[src/rtl/orsb_pkg.sv]
// Package with the constants and types shared by the sample ring buffer files.
`default_nettype none
package orsb_pkg;

  // Ring geometry. One slot always stays free, so the ring holds RING_SIZE-1 entries.
  localparam int RING_SIZE = 64;
  localparam int IDX_W     = $clog2(RING_SIZE);
  localparam int REM_W     = $clog2(RING_SIZE + 1);

  // Field widths of the beats.
  localparam int SAMPLE_W  = 64;
  localparam int OVR_W     = 16;
  localparam int LIM_W     = 7;
  localparam int POS_W     = 6;
  localparam int S_DATA_W  = 88;
  localparam int M_DATA_W  = 80;

  // A drain never reports more positions than fit in the position field.
  localparam logic [LIM_W-1:0] LIMIT_MAX = LIM_W'(64);

  // Request kinds carried in s_tuser.
  localparam logic FUNC_TICK  = 1'b0;
  localparam logic FUNC_DRAIN = 1'b1;

  typedef enum logic [1:0] {
    ST_IDLE,
    ST_PUSH,
    ST_DRAIN,
    ST_FETCH
  } state_t;

endpackage
`default_nettype wire

[src/rtl/overwrite_ring_sample_buffer_unit.sv]
// Top level of the overwrite-oldest ring buffer for counter samples.
//
// Requests arrive as beats on the s_ channel; s_tuser selects a tick (0) or a
// drain (1). A tick writes its sample into the ring and then one zero for each
// further missed period, one ring slot per cycle: a tick with an overrun count
// of zero or one writes only its sample, a larger count n writes min(n, 64) slots.
// A tick produces no output beat. When the ring is full the oldest entry drops.
// A drain walks the ring newest first and sends one m_ beat per entry, up to the
// read limit, with m_tlast on the final beat; it then empties the ring. Every
// entry is addressed in the sample RAM in ST_DRAIN and read back through the
// registered read in ST_FETCH; s_tready stays low until the drain is done.
// An empty drain sends a single beat with m_tuser low.
// Results sit in an output register, so a new request is taken while the last
// beat of a drain still waits; a stall on m_tready holds the drain walk.
// Synchronous reset empties the ring and drops any pending beat; the sample
// RAM itself is not cleared, since only written slots are ever read.
`default_nettype none
module overwrite_ring_sample_buffer_unit (
  input  wire logic                          clk,
  input  wire logic                          rst,
  input  wire logic                          s_tvalid,
  output logic                               s_tready,
  // s_tdata: sample_value[63:0], overrun_count[79:64], read_limit[86:80], zero[87]
  input  wire logic [orsb_pkg::S_DATA_W-1:0] s_tdata,
  // s_tuser: func
  input  wire logic                          s_tuser,
  output logic                               m_tvalid,
  input  wire logic                          m_tready,
  // m_tdata: out_value[63:0], out_position[69:64], delivered_count[75:70], zero[79:76]
  output logic      [orsb_pkg::M_DATA_W-1:0] m_tdata,
  // m_tuser: has_value
  output logic                               m_tuser,
  output logic                               m_tlast
);

  import orsb_pkg::*;

  function automatic logic [IDX_W-1:0] ring_next(input logic [IDX_W-1:0] i);
    return (i == IDX_W'(RING_SIZE - 1)) ? '0 : i + 1'b1;
  endfunction

  function automatic logic [IDX_W-1:0] ring_prev(input logic [IDX_W-1:0] i);
    return (i == '0) ? IDX_W'(RING_SIZE - 1) : i - 1'b1;
  endfunction

  // Input fields.
  logic [SAMPLE_W-1:0] in_sample;
  logic [OVR_W-1:0]    in_overrun;
  logic [LIM_W-1:0]    in_limit;

  assign in_sample  = s_tdata[SAMPLE_W-1:0];
  assign in_overrun = s_tdata[SAMPLE_W +: OVR_W];
  assign in_limit   = s_tdata[SAMPLE_W + OVR_W +: LIM_W];

  // Control registers.
  state_t            state, state_next;
  logic [IDX_W-1:0]  newest, newest_next;
  logic [IDX_W-1:0]  oldest, oldest_next;
  logic [REM_W-1:0]  remain, remain_next;
  logic [LIM_W-1:0]  limit, limit_next;
  logic [LIM_W-1:0]  count, count_next;
  logic [IDX_W-1:0]  idx, idx_next;
  logic              out_valid, out_valid_next;

  // Output payload registers.
  logic [SAMPLE_W-1:0] out_value, out_value_next;
  logic [POS_W-1:0]    out_pos, out_pos_next;
  logic [POS_W-1:0]    out_cnt, out_cnt_next;
  logic                out_has, out_has_next;
  logic                out_last, out_last_next;

  // RAM ports.
  logic                ram_wr_en;
  logic [IDX_W-1:0]    ram_wr_addr;
  logic [SAMPLE_W-1:0] ram_wr_data;
  logic                ram_rd_en;
  logic [SAMPLE_W-1:0] ram_rd_data;

  logic              out_free;
  logic [REM_W-1:0]  push_total;
  logic [IDX_W-1:0]  push_slot;
  logic              fetch_last;

  assign out_free  = !out_valid || m_tready;
  assign push_slot = ring_next(newest);

  // Overrun count of zero still pushes the sample; the count saturates at the ring size.
  always_comb begin
    if (in_overrun == '0) begin
      push_total = REM_W'(1);
    end else if (in_overrun > OVR_W'(RING_SIZE)) begin
      push_total = REM_W'(RING_SIZE);
    end else begin
      push_total = in_overrun[REM_W-1:0];
    end
  end

  assign fetch_last = ((count + 1'b1) == limit) || (ring_prev(idx) == oldest);

  always_comb begin
    state_next     = state;
    newest_next    = newest;
    oldest_next    = oldest;
    remain_next    = remain;
    limit_next     = limit;
    count_next     = count;
    idx_next       = idx;
    out_valid_next = out_valid && !m_tready;
    out_value_next = out_value;
    out_pos_next   = out_pos;
    out_cnt_next   = out_cnt;
    out_has_next   = out_has;
    out_last_next  = out_last;
    ram_wr_en      = 1'b0;
    ram_wr_addr    = push_slot;
    ram_wr_data    = '0;
    ram_rd_en      = 1'b0;
    s_tready       = 1'b0;

    unique case (state)
      ST_IDLE: begin
        s_tready = 1'b1;
        if (s_tvalid) begin
          if (s_tuser == FUNC_TICK) begin
            ram_wr_en   = 1'b1;
            ram_wr_data = in_sample;
            newest_next = push_slot;
            if (push_slot == oldest) begin
              oldest_next = ring_next(oldest);
            end
            remain_next = push_total - 1'b1;
            if (push_total != REM_W'(1)) begin
              state_next = ST_PUSH;
            end
          end else begin
            limit_next = (in_limit > LIMIT_MAX) ? LIMIT_MAX : in_limit;
            count_next = '0;
            idx_next   = newest;
            state_next = ST_DRAIN;
          end
        end
      end

      ST_PUSH: begin
        ram_wr_en   = 1'b1;
        newest_next = push_slot;
        if (push_slot == oldest) begin
          oldest_next = ring_next(oldest);
        end
        remain_next = remain - 1'b1;
        if (remain == REM_W'(1)) begin
          state_next = ST_IDLE;
        end
      end

      ST_DRAIN: begin
        if ((count < limit) && (idx != oldest)) begin
          ram_rd_en  = 1'b1;
          state_next = ST_FETCH;
        end else if (out_free) begin
          // Nothing to deliver: a single beat without a value closes the drain.
          out_valid_next = 1'b1;
          out_value_next = '0;
          out_pos_next   = '0;
          out_cnt_next   = '0;
          out_has_next   = 1'b0;
          out_last_next  = 1'b1;
          newest_next    = '0;
          oldest_next    = '0;
          state_next     = ST_IDLE;
        end
      end

      ST_FETCH: begin
        // The RAM read data holds until the next read, so a stall just waits here.
        if (out_free) begin
          out_valid_next = 1'b1;
          out_value_next = ram_rd_data;
          out_pos_next   = POS_W'(limit - 1'b1 - count);
          out_cnt_next   = POS_W'(count + 1'b1);
          out_has_next   = 1'b1;
          out_last_next  = fetch_last;
          if (fetch_last) begin
            newest_next = '0;
            oldest_next = '0;
            state_next  = ST_IDLE;
          end else begin
            count_next = count + 1'b1;
            idx_next   = ring_prev(idx);
            state_next = ST_DRAIN;
          end
        end
      end

      default: begin
        state_next = ST_IDLE;
      end
    endcase
  end

  always_ff @(posedge clk) begin
    if (rst) begin
      state     <= ST_IDLE;
      newest    <= '0;
      oldest    <= '0;
      out_valid <= 1'b0;
    end else begin
      state     <= state_next;
      newest    <= newest_next;
      oldest    <= oldest_next;
      out_valid <= out_valid_next;
    end
  end

  always_ff @(posedge clk) begin
    remain    <= remain_next;
    limit     <= limit_next;
    count     <= count_next;
    idx       <= idx_next;
    out_value <= out_value_next;
    out_pos   <= out_pos_next;
    out_cnt   <= out_cnt_next;
    out_has   <= out_has_next;
    out_last  <= out_last_next;
  end

  orsb_ram #(
    .WIDTH(SAMPLE_W),
    .DEPTH(RING_SIZE)
  ) u_ring (
    .clk    (clk),
    .wr_en  (ram_wr_en),
    .wr_addr(ram_wr_addr),
    .wr_data(ram_wr_data),
    .rd_en  (ram_rd_en),
    .rd_addr(idx),
    .rd_data(ram_rd_data)
  );

  assign m_tvalid = out_valid;
  assign m_tdata  = {{(M_DATA_W - SAMPLE_W - 2 * POS_W){1'b0}}, out_cnt, out_pos, out_value};
  assign m_tuser  = out_has;
  assign m_tlast  = out_last;

endmodule
`default_nettype wire

[src/rtl/orsb_ram.sv]
// Generic single-port-write, single-port-read RAM with a registered read.
`default_nettype none
module orsb_ram #(
  parameter int WIDTH = 64,
  parameter int DEPTH = 64
) (
  input  wire logic                     clk,
  input  wire logic                     wr_en,
  input  wire logic [$clog2(DEPTH)-1:0] wr_addr,
  input  wire logic [WIDTH-1:0]         wr_data,
  input  wire logic                     rd_en,
  input  wire logic [$clog2(DEPTH)-1:0] rd_addr,
  output logic      [WIDTH-1:0]         rd_data
);

  logic [WIDTH-1:0] mem [DEPTH];

  always_ff @(posedge clk) begin
    if (wr_en) begin
      mem[wr_addr] <= wr_data;
    end
    if (rd_en) begin
      rd_data <= mem[rd_addr];
    end
  end

endmodule
`default_nettype wire

[config.mk]
export PLATFORM = sky130hd
export DESIGN_NAME = overwrite_ring_sample_buffer_unit
export DESIGN_NICKNAME = d
export VERILOG_FILES = /design/src/rtl/orsb_pkg.sv /design/src/rtl/overwrite_ring_sample_buffer_unit.sv /design/src/rtl/orsb_ram.sv
export SDC_FILE = /design/constraint.sdc
export NUM_CORES = 2
export LEC_CHECK = 0
export BUFFER_PORTS_ARGS = -buffer_cell sky130_fd_sc_hd__buf_2
export CORE_MARGIN = 1
export CORE_UTILIZATION = 55
export DETAILED_ROUTE_END_ITERATION = 8
export PLACE_DENSITY_LB_ADDON = 0.05
export SYNTH_ARGS = -nofsm -noshare
export SYNTH_HDL_FRONTEND = slang
export SYNTH_HIERARCHICAL = 1
export SYNTH_SLANG_ARGS = --single-unit
[constraint.sdc]
create_clock -name clk -period 13.77 [get_ports clk]
set_input_delay 0.6885 -clock clk [delete_from_list [all_inputs] [get_ports clk]]
set_output_delay 0.6885 -clock clk [all_outputs]
set_load 0.02 [all_outputs]
==> run_results.csv <==
group,metric,value,unit
worst_setup_path,worstPathArrival,6620,ps
die,die_w,547,um
synthesis,synth_top_flop_cell,"edfxtp_1",
synthesis,synth_cell_types,67,
global_route,global_route.overflow_total,0,
sta,rsz0062_at_grt,"no",
clock_tree,ctsHtreeMaxLevel,5,
final_layout,drive_gt1_share,27.7,%
flow_run,cap_violations,0,
final_layout,area_growth,12.4,%
synthesis,synthesis.instances,7223,
die,core,0.295,mm2
sta,post-route-min-period,6040,ps
worst_hold_path,worstHoldPathType,"in2reg",
synthesis,ys.warnings.count,6,
detailed_routing,avgViaCountPerCell,6.88,
detailed_routing,vias,82100,
pwr,power_leakage,58.6,nW
clock_tree,post_cts_resized,0,
worst_setup_path,r2r_start,"state[1]",
global_route,grt_start_max_net_pins,123,
pwr,powerDensity,160,mW/mm2
clock_tree,cts.reportedPaths.clkPinSlew,60,ps
sta,setup_tns,0,ps
die,die_h,547,um
sta,max-slew-margin-rel,7.36,%
detailed_routing,drt-pass1-iter-count,6,
global_route,grt_usage,31.1,%
pwr,vdd_drop_max,134,uV
pwr,finalPower,29.5,mW
synthesis,synth_seq_area_share,78.5,%
die,initial_core_util,55.5,%
final_layout,layout.nets,7757,
die,ios,177,
synthesis,synth_seq_cells,4280,
clock_tree,clock_sinks,4280,
placement,port_buffers,171,
placement,hpwl,245000,um
worst_hold_path,min_from,"s_tdata[85]",
synthesis,async_flop_share,0,%
sta,finalHoldViolations,0,
global_route,grt_antenna_before_repair,36,
sta,worstMarginPinSlew,1390,ps
final_layout,stdcell_count,11900,
detailed_routing,drt_iter0_markers,11500,
detailed_routing,ant_nets,1,
global_route,grt_pass1_vias,80400,
die,rows,199,
worst_setup_path,worstPathRequired,14360,ps
sta,clock_skew,49.9,ps
synthesis,avgSynthCellArea,22.7,um2
clock_tree,worstSkewPairLatency,980,ps
clock_tree,tritoncts,"done",
global_route,grt_pass1_wl,640000,um
clock_tree,numCtsBuffers,430,
detailed_routing,wl_per_cell,38.9,um
worst_setup_path,worst-path-max-fanout,50,
die,die_area,0.300,mm2
sta,fmax,0.166,GHz
placement,dpl.cell_count,11100,
placement,gp_congestion,0.820,
clock_tree,cts-root-buf,"clkbuf_16",
final_layout,fin_util,62.4,%
outcome,violations,"antenna rules",
final_layout,final_area,0.184,mm2
sta,setup_viol,0,
outcome,status,"finished with violations",
sta,slew_violations,0,
synthesis,synth-edff-count,4265,
clock_tree,cts_max_path_buffers,4,
worst_setup_path,crit_start,"state[1]",
detailed_routing,drcViolationCount,0,
detailed_routing,wl,464000,um
worst_setup_path,end_kind,"flip-flop",
worst_setup_path,start_kind,"flip-flop",
sta,period_share,43.8,%
synthesis,synth.cell_area,0.164,mm2
worst_setup_path,critPathKind,"reg2reg",
placement,postPlaceCellArea,0.170,mm2
==> cell usage after synthesis, types with 9 or more instances <==
master / instances / area, um2
nor3_1: 12 / 60.1
buf_4: 41 / 308
buf_1: 18 / 67.6
o21ai_0: 16 / 80.1
xor2_1: 14 / 123
inv_1: 43 / 161
o221ai_1: 38 / 333
dfxtp_1: 15 / 300
nor2_1: 150 / 563
nor2b_1: 41 / 257
nand3_1: 59 / 295
nand2_1: 94 / 353
or3_1: 32 / 200
a31oi_1: 25 / 156
buf_6: 9 / 101
mux2i_1: 138 / 1380
nand2b_1: 18 / 113
a41oi_1: 26 / 228
clkbuf_1: 182 / 683
buf_2: 165 / 826
xnor2_1: 19 / 166
and3_1: 198 / 1240
a211oi_1: 65 / 488
mux4_2: 1024 / 23100
a21oi_1: 23 / 115
a2bb2oi_1: 19 / 166
edfxtp_1: 4265 / 128000
or2_2: 31 / 194
a22oi_1: 168 / 1260
o22ai_1: 84 / 526
a22o_1: 89 / 780
ha_1: 20 / 250
==> power by group <==
part	switching (mW)	leakage, nW	internal (mW)
combinational	2.00	12.4	1.37
clock	4.93	6.77	6.67
sequential	0.0477	39.4	14.5
total	6.98	58.6	22.5
==> area by class of cell <==
cell class	count	area, um2
Antenna cell	18	45.0
Clock inverter	270	2730
Tap cell	3919	4900
Inverter	44	170
Clock buffer	518	11200
Multi-Input combinational cell	2485	33700
Timing Repair Buffer	402	2730
Fill cell	20200	111000
Sequential cell	4280	128000
==> critical path: stages (launching register included) <==
cell     delay (ps)
dfxtp_4         550
or2_2           440
nor2_4          490
nand2_1         150
nand2_1         370
nor2b_1         310
nand3_1         660
nor2_4         1250
buf_4           760
buf_4           590
==> metrics by stage <==
step                hold slack (ps)  setup slack [ps]
finish                         76.0              7730
global route                   67.3              7710
CTS                            13.9              7850
detailed placement              521              7880
global placement                504              7910
floorplan                       492              7140
==> cell families (layout without fill, tap and decap cells) <==
family | count (synthesis) | in the layout | share of synthesized area, %
compound gates | 586 | 586 | 2.69
xor+xnor | 37 | 37 | 0.228
fa+ha+maj | 21 | 21 | 0.165
buf+inv | 461 | 1234 | 1.32
flops | 4280 | 4280 | 78.5
mux | 1162 | 1162 | 14.9
other cells | 1 | 22 | 0.00229
simple gates | 675 | 675 | 2.19
==> layer usage <==
metal / global-route usage, % / routed length [um] / part of all wire, % / up-vias
li1: - / - / - / 31700
met1: 45.3 / 182000 / 39 / 45000
met2: 48.5 / 219000 / 47 / 4679
met3: 6.83 / 50300 / 11 / 726
met4: 8.15 / 13000 / 2.8 / 12
met5: 0 / 63 / 0.014 / -
==> flip-flops by register name, summed over array words and instances (netlist names) <==
| signal | cells |
|---|---|
| count | 7 |
| state | 2 |
| m_tvalid | 1 |
| out_cnt | 6 |
| out_value | 64 |
| oldest | 6 |
| u_ring/rd_data | 64 |
| newest | 6 |
| remain | 7 |
| u_ring/mem | 4096 |
| m_tlast | 1 |
| limit | 7 |
| m_tuser | 1 |
| idx | 6 |
| out_pos | 6 |
==> cell usage in the layout (no fill, tap or decap), types with 47 or more instances in the layout <==
cell,n
nand3_1,59
clkbuf_1,83
and3_1,137
buf_4,220
and3_2,60
mux4_2,1024
buf_2,170
mux2i_1,138
a211oi_1,65
nand2_1,91
nor2_1,83
a22o_1,89
o22ai_1,84
a22oi_1,168
bufinv_16,47
clkinv_1,104
edfxtp_1,4265
nor2_4,67
clkinv_2,78
clkbuf_16,435
==> repair_timing <==
action,in CTS,in global routing
hold buffers,1,0
setup endpoints to repair,0,0
hold endpoints to repair,1,0
setup buffers,0,0
==> final timing paths <==
check	end	slack [ps]	cells past startpoint
setup reg to reg	u_ring/mem[14][29]	7730	9
hold / removal	limit[5]	80	2
hold reg to reg	m_tvalid	530	2
setup / recovery	u_ring/mem[14][29]	7730	9
Power figures use the tool's default switching activity.
